===== config.mk =====
export PLATFORM = sky130hd
export DESIGN_NAME = sbrc_ctrl
export DESIGN_NICKNAME = d
export VERILOG_FILES = /design/src/sv/sbrc_pkg.sv /design/src/sv/sbrc_ctrl.sv
export SDC_FILE = /design/constraint.sdc
export NUM_CORES = 1
export LEC_CHECK = 0
export ABC_AREA = 1
export CAP_MARGIN = 10
export CORE_AREA = 4 4 41 43
export CTS_CLUSTER_DIAMETER = 200
export CTS_CLUSTER_SIZE = 14
export DETAILED_ROUTE_END_ITERATION = 10
export DIE_AREA = 0 0 45 47
export DONT_BUFFER_PORTS = 1
export PLACE_DENSITY = 0.43
export SYNTH_ARGS = -nofsm -noshare
export SYNTH_HDL_FRONTEND = slang
export SYNTH_SLANG_ARGS = --single-unit

===== constraint.sdc =====
create_clock -name clk -period 1.06 [get_ports clk]
set_clock_uncertainty 0.05 [all_clocks]
set_input_delay 0.106 -clock clk [delete_from_list [all_inputs] [get_ports clk]]
set_output_delay 0.106 -clock clk [all_outputs]
set_load 0.05 [all_outputs]

===== src/sv/sbrc_pkg.sv =====
// Shared types and constants of the 16-bit register processor step block.
// Used by the controller, the datapath, the top level and the checker.
// Depends on nothing.
package sbrc_pkg;

	localparam logic [1:0] ACT_LOAD   = 2'd0;
	localparam logic [1:0] ACT_EXEC   = 2'd1;
	localparam logic [1:0] ACT_SET_PC = 2'd2;

	localparam logic [3:0] OP_ADD  = 4'd0;
	localparam logic [3:0] OP_SUB  = 4'd1;
	localparam logic [3:0] OP_MUL  = 4'd2;
	localparam logic [3:0] OP_INP  = 4'd3;
	localparam logic [3:0] OP_LT   = 4'd4;
	localparam logic [3:0] OP_EQ   = 4'd5;
	localparam logic [3:0] OP_GT   = 4'd6;
	localparam logic [3:0] OP_NE   = 4'd7;
	localparam logic [3:0] OP_AND  = 4'd8;
	localparam logic [3:0] OP_OR   = 4'd9;
	localparam logic [3:0] OP_XOR  = 4'd10;
	localparam logic [3:0] OP_NAND = 4'd11;
	localparam logic [3:0] OP_NOR  = 4'd12;
	localparam logic [3:0] OP_XNOR = 4'd13;
	localparam logic [3:0] OP_SHL  = 4'd14;
	localparam logic [3:0] OP_SAR  = 4'd15;

	localparam logic [3:0] SRC_ONE     = 4'd9;
	localparam logic [3:0] SRC_NEG_ONE = 4'd10;

	localparam logic [2:0] REG_ZERO = 3'd0;
	localparam logic [2:0] REG_A    = 3'd4;
	localparam logic [2:0] REG_R    = 3'd5;

	typedef struct packed {
		logic [1:0]  action;
		logic [15:0] load_address;
		logic [15:0] load_data;
	} sbrc_in_t;

	typedef struct packed {
		logic [15:0]        next_pc;
		logic [15:0]        next_word;
		logic [2:0]         written_register;
		logic signed [15:0] written_value;
		logic [15:0]        store_address;
		logic [15:0]        store_data;
		logic               jump_taken;
	} sbrc_out_t;

	typedef enum logic [2:0] {
		ST_IDLE,
		ST_INST,
		ST_LOADR,
		ST_EXEC,
		ST_READ_PC,
		ST_RESULT
	} sbrc_state_t;

	typedef enum logic [1:0] {
		MA_PC,
		MA_LADDR,
		MA_A,
		MA_PC_NEXT
	} sbrc_addr_sel_t;

	typedef struct packed {
		logic           rd;
		sbrc_addr_sel_t sel;
		logic           load_wr;
		logic           set_pc;
		logic           latch_inst;
		logic           latch_r;
		logic           step_pc;
		logic           exec;
		logic           clear_out;
	} sbrc_cmd_t;

	typedef struct packed {
		logic is_inp;
	} sbrc_status_t;

endpackage


===== src/sv/sbrc_ctrl.sv =====
// Sequencer of the processor step block: one state per memory access.
// Depends on sbrc_pkg.
module sbrc_ctrl
	import sbrc_pkg::*;
(
	input  logic         clk,
	input  logic         arst_n,
	input  logic         start,
	input  logic [1:0]   action,
	input  sbrc_status_t status,
	output logic         busy,
	output logic         done,
	output sbrc_cmd_t    cmd
);

	sbrc_state_t state_q;
	sbrc_state_t state_next;
	logic        can_accept;
	logic        accept;

	assign can_accept = (state_q == ST_IDLE) || (state_q == ST_RESULT);
	assign accept     = start && can_accept;
	assign busy       = !can_accept;
	assign done       = (state_q == ST_RESULT);

	always_ff @(posedge clk or negedge arst_n) begin
		if (!arst_n) begin
			state_q <= ST_IDLE;
		end else begin
			state_q <= state_next;
		end
	end

	always_comb begin
		state_next = state_q;
		unique case (state_q)
			ST_IDLE, ST_RESULT: begin
				if (accept) begin
					unique case (action)
						ACT_LOAD:   state_next = ST_READ_PC;
						ACT_EXEC:   state_next = ST_INST;
						default:    state_next = ST_RESULT;
					endcase
				end else begin
					state_next = ST_IDLE;
				end
			end
			ST_INST:    state_next = ST_LOADR;
			ST_LOADR:   state_next = ST_EXEC;
			ST_EXEC:    state_next = ST_READ_PC;
			ST_READ_PC: state_next = ST_RESULT;
			default:    state_next = ST_IDLE;
		endcase
	end

	always_comb begin
		cmd = '0;
		cmd.sel = MA_PC;
		unique case (state_q)
			ST_IDLE, ST_RESULT: begin
				if (accept) begin
					cmd.clear_out = 1'b1;
					unique case (action)
						ACT_LOAD: cmd.load_wr = 1'b1;
						ACT_SET_PC: begin
							cmd.set_pc = 1'b1;
							cmd.rd     = 1'b1;
							cmd.sel    = MA_LADDR;
						end
						default: cmd.rd = 1'b1;
					endcase
				end
			end
			ST_INST: begin
				cmd.latch_inst = 1'b1;
				cmd.rd         = 1'b1;
				cmd.sel        = MA_A;
			end
			ST_LOADR: begin
				cmd.latch_r = 1'b1;
				if (status.is_inp) begin
					cmd.rd      = 1'b1;
					cmd.sel     = MA_PC_NEXT;
					cmd.step_pc = 1'b1;
				end
			end
			ST_EXEC:    cmd.exec = 1'b1;
			ST_READ_PC: cmd.rd   = 1'b1;
			default:    cmd = '0;
		endcase
	end

endmodule


==> impl_metrics.tcl, run 1 <==
set metrics [dict create \
    syn_to_final_growth_pct 155 \
    grt_pass1_vias 348 \
    wl_per_cell_um 10.3 \
    drive_gt1_frac 0.814 \
    tritoncts "done" \
    post-route-min-period_ps 1490 \
    regMostFlops "state_q" \
    grt_usage 0.0893 \
    postRouteAntennaNets 0 \
    critPathBufInv 2 \
    cp_cell_sequence "buf_6 > nand3_4 > nand2_4 > nand3_4 > clkinvlp_4" \
    cts_root_buf "clkbuf_4" \
    whs_path_depth 2 \
    ctsLongestPathBuffers 2 \
    fmax_mhz 673 \
    place_congestion 0.701 \
    cts_hold_buf 2 \
    ys_ff_latch 3 \
    relSlewSlack 0.832 \
    cp-start-kind "register" \
    crit_top_cell "nand3_4" \
    vias 350 \
    num_antenna_cells 0 \
    largest_reg_flops 3 \
    start_util 0.213 \
    cts_buffers 3 \
    r2r_start "state_q[0]" \
    grt_start_max_net_pins 6 \
    via_per_inst 4.12 \
    cts_htree_levels 1 \
    antenna_found_initial 0 \
    setup_viol 14 \
    critPathMaxFanout 5 \
    cts_sinks 3 \
    min-delay-start "start" \
    grt-ovfl-total 0 \
    holdWs_ps -7.43 \
    critical_path_required_ps 900 \
    tightest_slew_ps 252 \
    layout_common_cells "buf_4, buf_6, nand2_2" \
    drtIter0Drc 0 \
    die_y_um 47 \
    die_w_um 45 \
    hold_end "state_q[0]" \
    reg2reg_depth 6 \
    coreArea_mm2 0.00130 \
    period_share 1.40 \
    yosysWarnings 0 \
    route.met2.wl_um 497 \
    dp_hpwl_um 623 \
    wl_met1_um 319 \
    nFillCells 123 \
    insertion_delay_ps 240 \
    slowest_delay_ps 430 \
    drc 0 \
    multi_input_area_um2 264 \
    yosysUniqueCellTypes 12 \
    r2r_slack_ps -130 \
    post-place-cells 74 \
    critical_path.top_delay_family "flip-flops" \
    grt_pass1_wl_mm 1.29 \
    portBuffers 0 \
    layout_commonest_cell "buf_4" \
    critPathSlowestCell "dfrtp_2" \
    slew_viol_final 0 \
    routed_wl_um 877 \
    largestRegisters "state_q: 3 flops" \
    die-area_mm2 0.00212 \
    hold_viol_final 1 \
    syn_nets 49 \
    design.portCount 18 \
    timing.rr.end "state_q[0]" \
    worstSetupPathType "register to output port" \
    layout_setup_ws_ps -426 \
    final_nets 77 \
    ys_seq_area_frac 0.270 \
    cp-end-kind "output port" \
    critPathArrivalTime_ps 1330 \
    synth_area_per_cell_um2 6.46 \
    rsz0062_at_grt "yes" \
    synth_cells 43 \
    std_cell_rows 13 \
    highest_layer "met4" \
    layout.cells.non_filler 85 \
    status "finished with violations" \
    path_clk_slew_ps 40 \
    wl_met3_um 47 \
    cap_violations 0 \
    syn_area_um2 278 \
    regArea_um2 77.6 \
    hp-class "input port to register" \
    dr.pass1.iters 1 \
    violations "hold timing, setup timing" \
]
==> final cells by class <==
cell class                      instances  share of cell area
Timing Repair Buffer                   23               0.369
Clock buffer                            4              0.0371
Inverter                               11              0.0848
Sequential cell                         3               0.110
Multi-Input combinational cell         29               0.373
Tap cell                               15              0.0265
==> worst max path at each step <==
stage / cells after the start / slack, ps / end / startpoint
after CTS: 5 / -430 / cmd[5] / state_q[2]
after floorplan: 5 / -380 / cmd[9] / state_q[0]
final: 5 / -430 / cmd[5] / state_q[0]
after global routing: 5 / -470 / cmd[5] / state_q[0]
after detailed placement: 5 / -240 / cmd[9] / state_q[0]
after global placement: 5 / -210 / cmd[9] / state_q[0]
==> routing by layer <==
layer | vias up | global-route usage
li1 | 180 | -
met1 | 156 | 0.0820
met2 | 12 | 0.161
met3 | 2 | 0.00766
met4 | 0 | 0.105
met5 | - | 0
==> cell usage after synthesis (all sizes together) <==
master / number / area, um^2
nand2: 14 / 60.1
inv: 11 / 41.3
nor2: 7 / 38.8
nand3: 5 / 45.0
dfrtp: 3 / 75.1
a21oi: 1 / 5.00
and2: 1 / 6.26
or2: 1 / 6.26
==> timing repair <==
| item | in CTS | in global routing |
|---|---|---|
| setup endpoints to repair | 14 | 15 |
| hold endpoints to repair | 4 | 1 |
| resized for setup | 16 | 18 |
| pin swaps | 6 | 7 |
| buffers inserted | 2 | 3 |
==> stage by stage <==
stage | instance area, um^2 | hold WS [ps] | setup TNS (ps) | util | worst slack [ps]
after floorplan | 324 | -240 | -2430 | - | -382
after global placement | 513 | -240 | -1570 | 0.394 | -212
after detailed placement | 513 | -240 | -1750 | 0.394 | -239
after CTS | 628 | 2.37 | -4270 | 0.483 | -433
after global routing | 708 | -9.53 | -5160 | 0.544 | -470
final | 708 | -7.43 | -4400 | 0.544 | -426
==> logic make-up (layout without fill, tap and decap cells) <==
| group | after synthesis | in the layout | share of synthesized area |
|---|---|---|---|
| compound gates | 1 | 1 | 0.0180 |
| flops | 3 | 3 | 0.270 |
| simple gates | 28 | 28 | 0.563 |
| buf+inv | 11 | 38 | 0.149 |
Power of run 1 is not shown: default switching activity piles up to over one toggle a cycle in this logic, so the estimate is an artifact.
==> run 2: changes to the inputs <==
Settings changed: ABC_AREA 1 to 0, PLACE_DENSITY 0.43 to 0.45.
==> run 2 against run 1 <==
- the flow finishes with violations (setup timing)
- sequential share of layout area down 0.42 points
- synthesized area up 8.6%
- core utilization grew 1.2 points
- maximum frequency down 19%
==> impl_metrics.tcl, run 2 <==
set metrics [dict create \
    grt_usage 0.0935 \
    yosysUniqueCellTypes 24 \
    die_y_um 47 \
    rsz0062_at_grt "yes" \
    regMostFlops "state_q" \
    hp-class "input port to asynchronous set/reset pin" \
    dp_hpwl_um 800 \
    design.portCount 18 \
    synth_area_per_cell_um2 8.15 \
    portBuffers 0 \
    async_flop_share 1.00 \
    grt_pass1_wl_mm 1.35 \
    via_per_inst 4.93 \
    antenna_found_initial 0 \
    syn_to_final_growth_pct 140 \
    timing.rr.end "state_q[2]" \
    drc 0 \
    setup_viol 15 \
    path_clk_slew_ps 40 \
    insertion_delay_ps 230 \
    ctsLongestPathBuffers 2 \
    cp-end-kind "output port" \
    synth_flop_cell "dfrtp_1" \
    yosysWarnings 0 \
    synth_edf_count 0 \
    final_nets 67 \
    num_antenna_cells 0 \
    cp_cell_sequence "and2b_4 > or4b_4 > nor3_4 > buf_12" \
    tritoncts "done" \
    r2r_slack_ps -250 \
    grt_pass1_vias 341 \
    syn_area_um2 302 \
    fmax_mhz 543 \
    relSlewSlack 0.834 \
    drive_gt1_frac 0.767 \
    grt-ovfl-total 0 \
    reg2reg_depth 5 \
    std_cell_rows 13 \
    synth_top_area_frac 0.249 \
    violations "setup timing" \
    preCtsSetupSlack_ps -576 \
    nFillCells 121 \
    die_w_um 45 \
    grt_start_max_net_pins 14 \
    cts_htree_levels 1 \
    cts_root_buf "clkbuf_4" \
    largest_reg_flops 3 \
    largestRegisters "state_q: 3 flops" \
    routed_wl_mm 1.06 \
    drtIter0Drc 1 \
    status "finished with violations" \
    slew_viol_final 0 \
    vias 370 \
    hold_viol_final 0 \
    synthTopCellsByCount "nand2b_1, nor2_1, dfrtp_1" \
    wl_per_cell_um 14.2 \
    tightest_slew_ps 248 \
    netlist_top_cells_area "dfrtp_1, nand2b_1, nor2_1" \
    layout_common_cells "buf_4, buf_12, buf_6" \
    ys_seq_area_frac 0.249 \
    cts_buffers 3 \
    cts_sinks 3 \
    die-area_mm2 0.00212 \
    layout_setup_ws_ps -781 \
    ys_ff_latch 3 \
    period_share 1.74 \
    syn_nets 43 \
    slowest_delay_ps 550 \
    critical_path_required_ps 900 \
    worstSetupPathType "register to output port" \
    synth_cells 37 \
    critPathSlowestCell "or4b_4" \
    place_congestion 0.666 \
    fin_setup_tns_ps -7050 \
    dr.pass1.iters 2 \
    coreArea_mm2 0.00130 \
    start_util 0.232 \
    critPathArrivalTime_ps 1690 \
    cap_violations 0 \
    synth_area_leader_cell "dfrtp_1" \
    critPathMaxFanout 4 \
    r2r_start "state_q[2]" \
    post-route-min-period_ps 1840 \
    postRouteAntennaNets 0 \
    cp-start-kind "register" \
]
run 2: final cells by class:
cell class	count	area [um^2]	share of cell area
repair buffers	21	272	0.375
well taps	15	18.8	0.0259
multi-input cells	30	320	0.442
clock buffers	4	26.3	0.0363
flip-flops and latches	3	76.3	0.105
inverters	2	11.3	0.0155
run 2: what timing repair did:
action / CTS / global route
gates cloned: 0 / 0
endpoints found under the hold margin: 3 / 1
resized for setup: 11 / 10
pin swaps: 5 / 4
hold buffers: 1 / 1
buffers inserted: 3 / 3
endpoints found under the setup margin: 14 / 15
run 2: worst max-delay path by stage:
stage	slack (ps)	depth (start not counted)	start	to
after detailed placement	-580	4	state_q[0]	cmd[6]
final	-780	4	state_q[0]	cmd[6]
after floorplan	-710	4	state_q[2]	cmd[6]
after global routing	-830	4	state_q[0]	cmd[7]
after global placement	-540	4	state_q[0]	cmd[6]
after CTS	-800	4	state_q[0]	cmd[6]
run 2: per-stage QoR:
| stage | hold WS (ps) | instance area, um^2 | utilization | instances |
|---|---|---|---|---|
| after detailed placement | -239 | 561 | 0.431 | 65 |
| after global placement | -239 | 561 | 0.431 | 65 |
| final | 77.5 | 724 | 0.557 | 75 |
| after global routing | 73.3 | 724 | 0.557 | 75 |
| after floorplan | -240 | 373 | - | 37 |
| after CTS | 0.919 | 651 | 0.500 | 72 |
run 2: layer usage:
metal | wire length (um) | vias up | track usage
li1 | - | 179 | -
met1 | 328 | 181 | 0.0849
met2 | 652 | 10 | 0.184
met3 | 81 | 0 | 0.0268
met4 | 0 | 0 | 0.0526
met5 | 0 | - | 0
run 2: logic make-up after synthesis:
logic type             Yosys count  share of synthesized area
AOI/OAI and AO/OA               10                      0.228
buffers and inverters            4                     0.0747
DFF                              3                      0.249
and+or+nand+nor                 20                      0.448
run 2: critical path: cells and delay by family (launching register included):
family	cells	cell delay, ps
buffers and inverters	1	160
DFF	1	400
and+or+nand+nor	3	900
Power of run 2 is left out for the same reason.
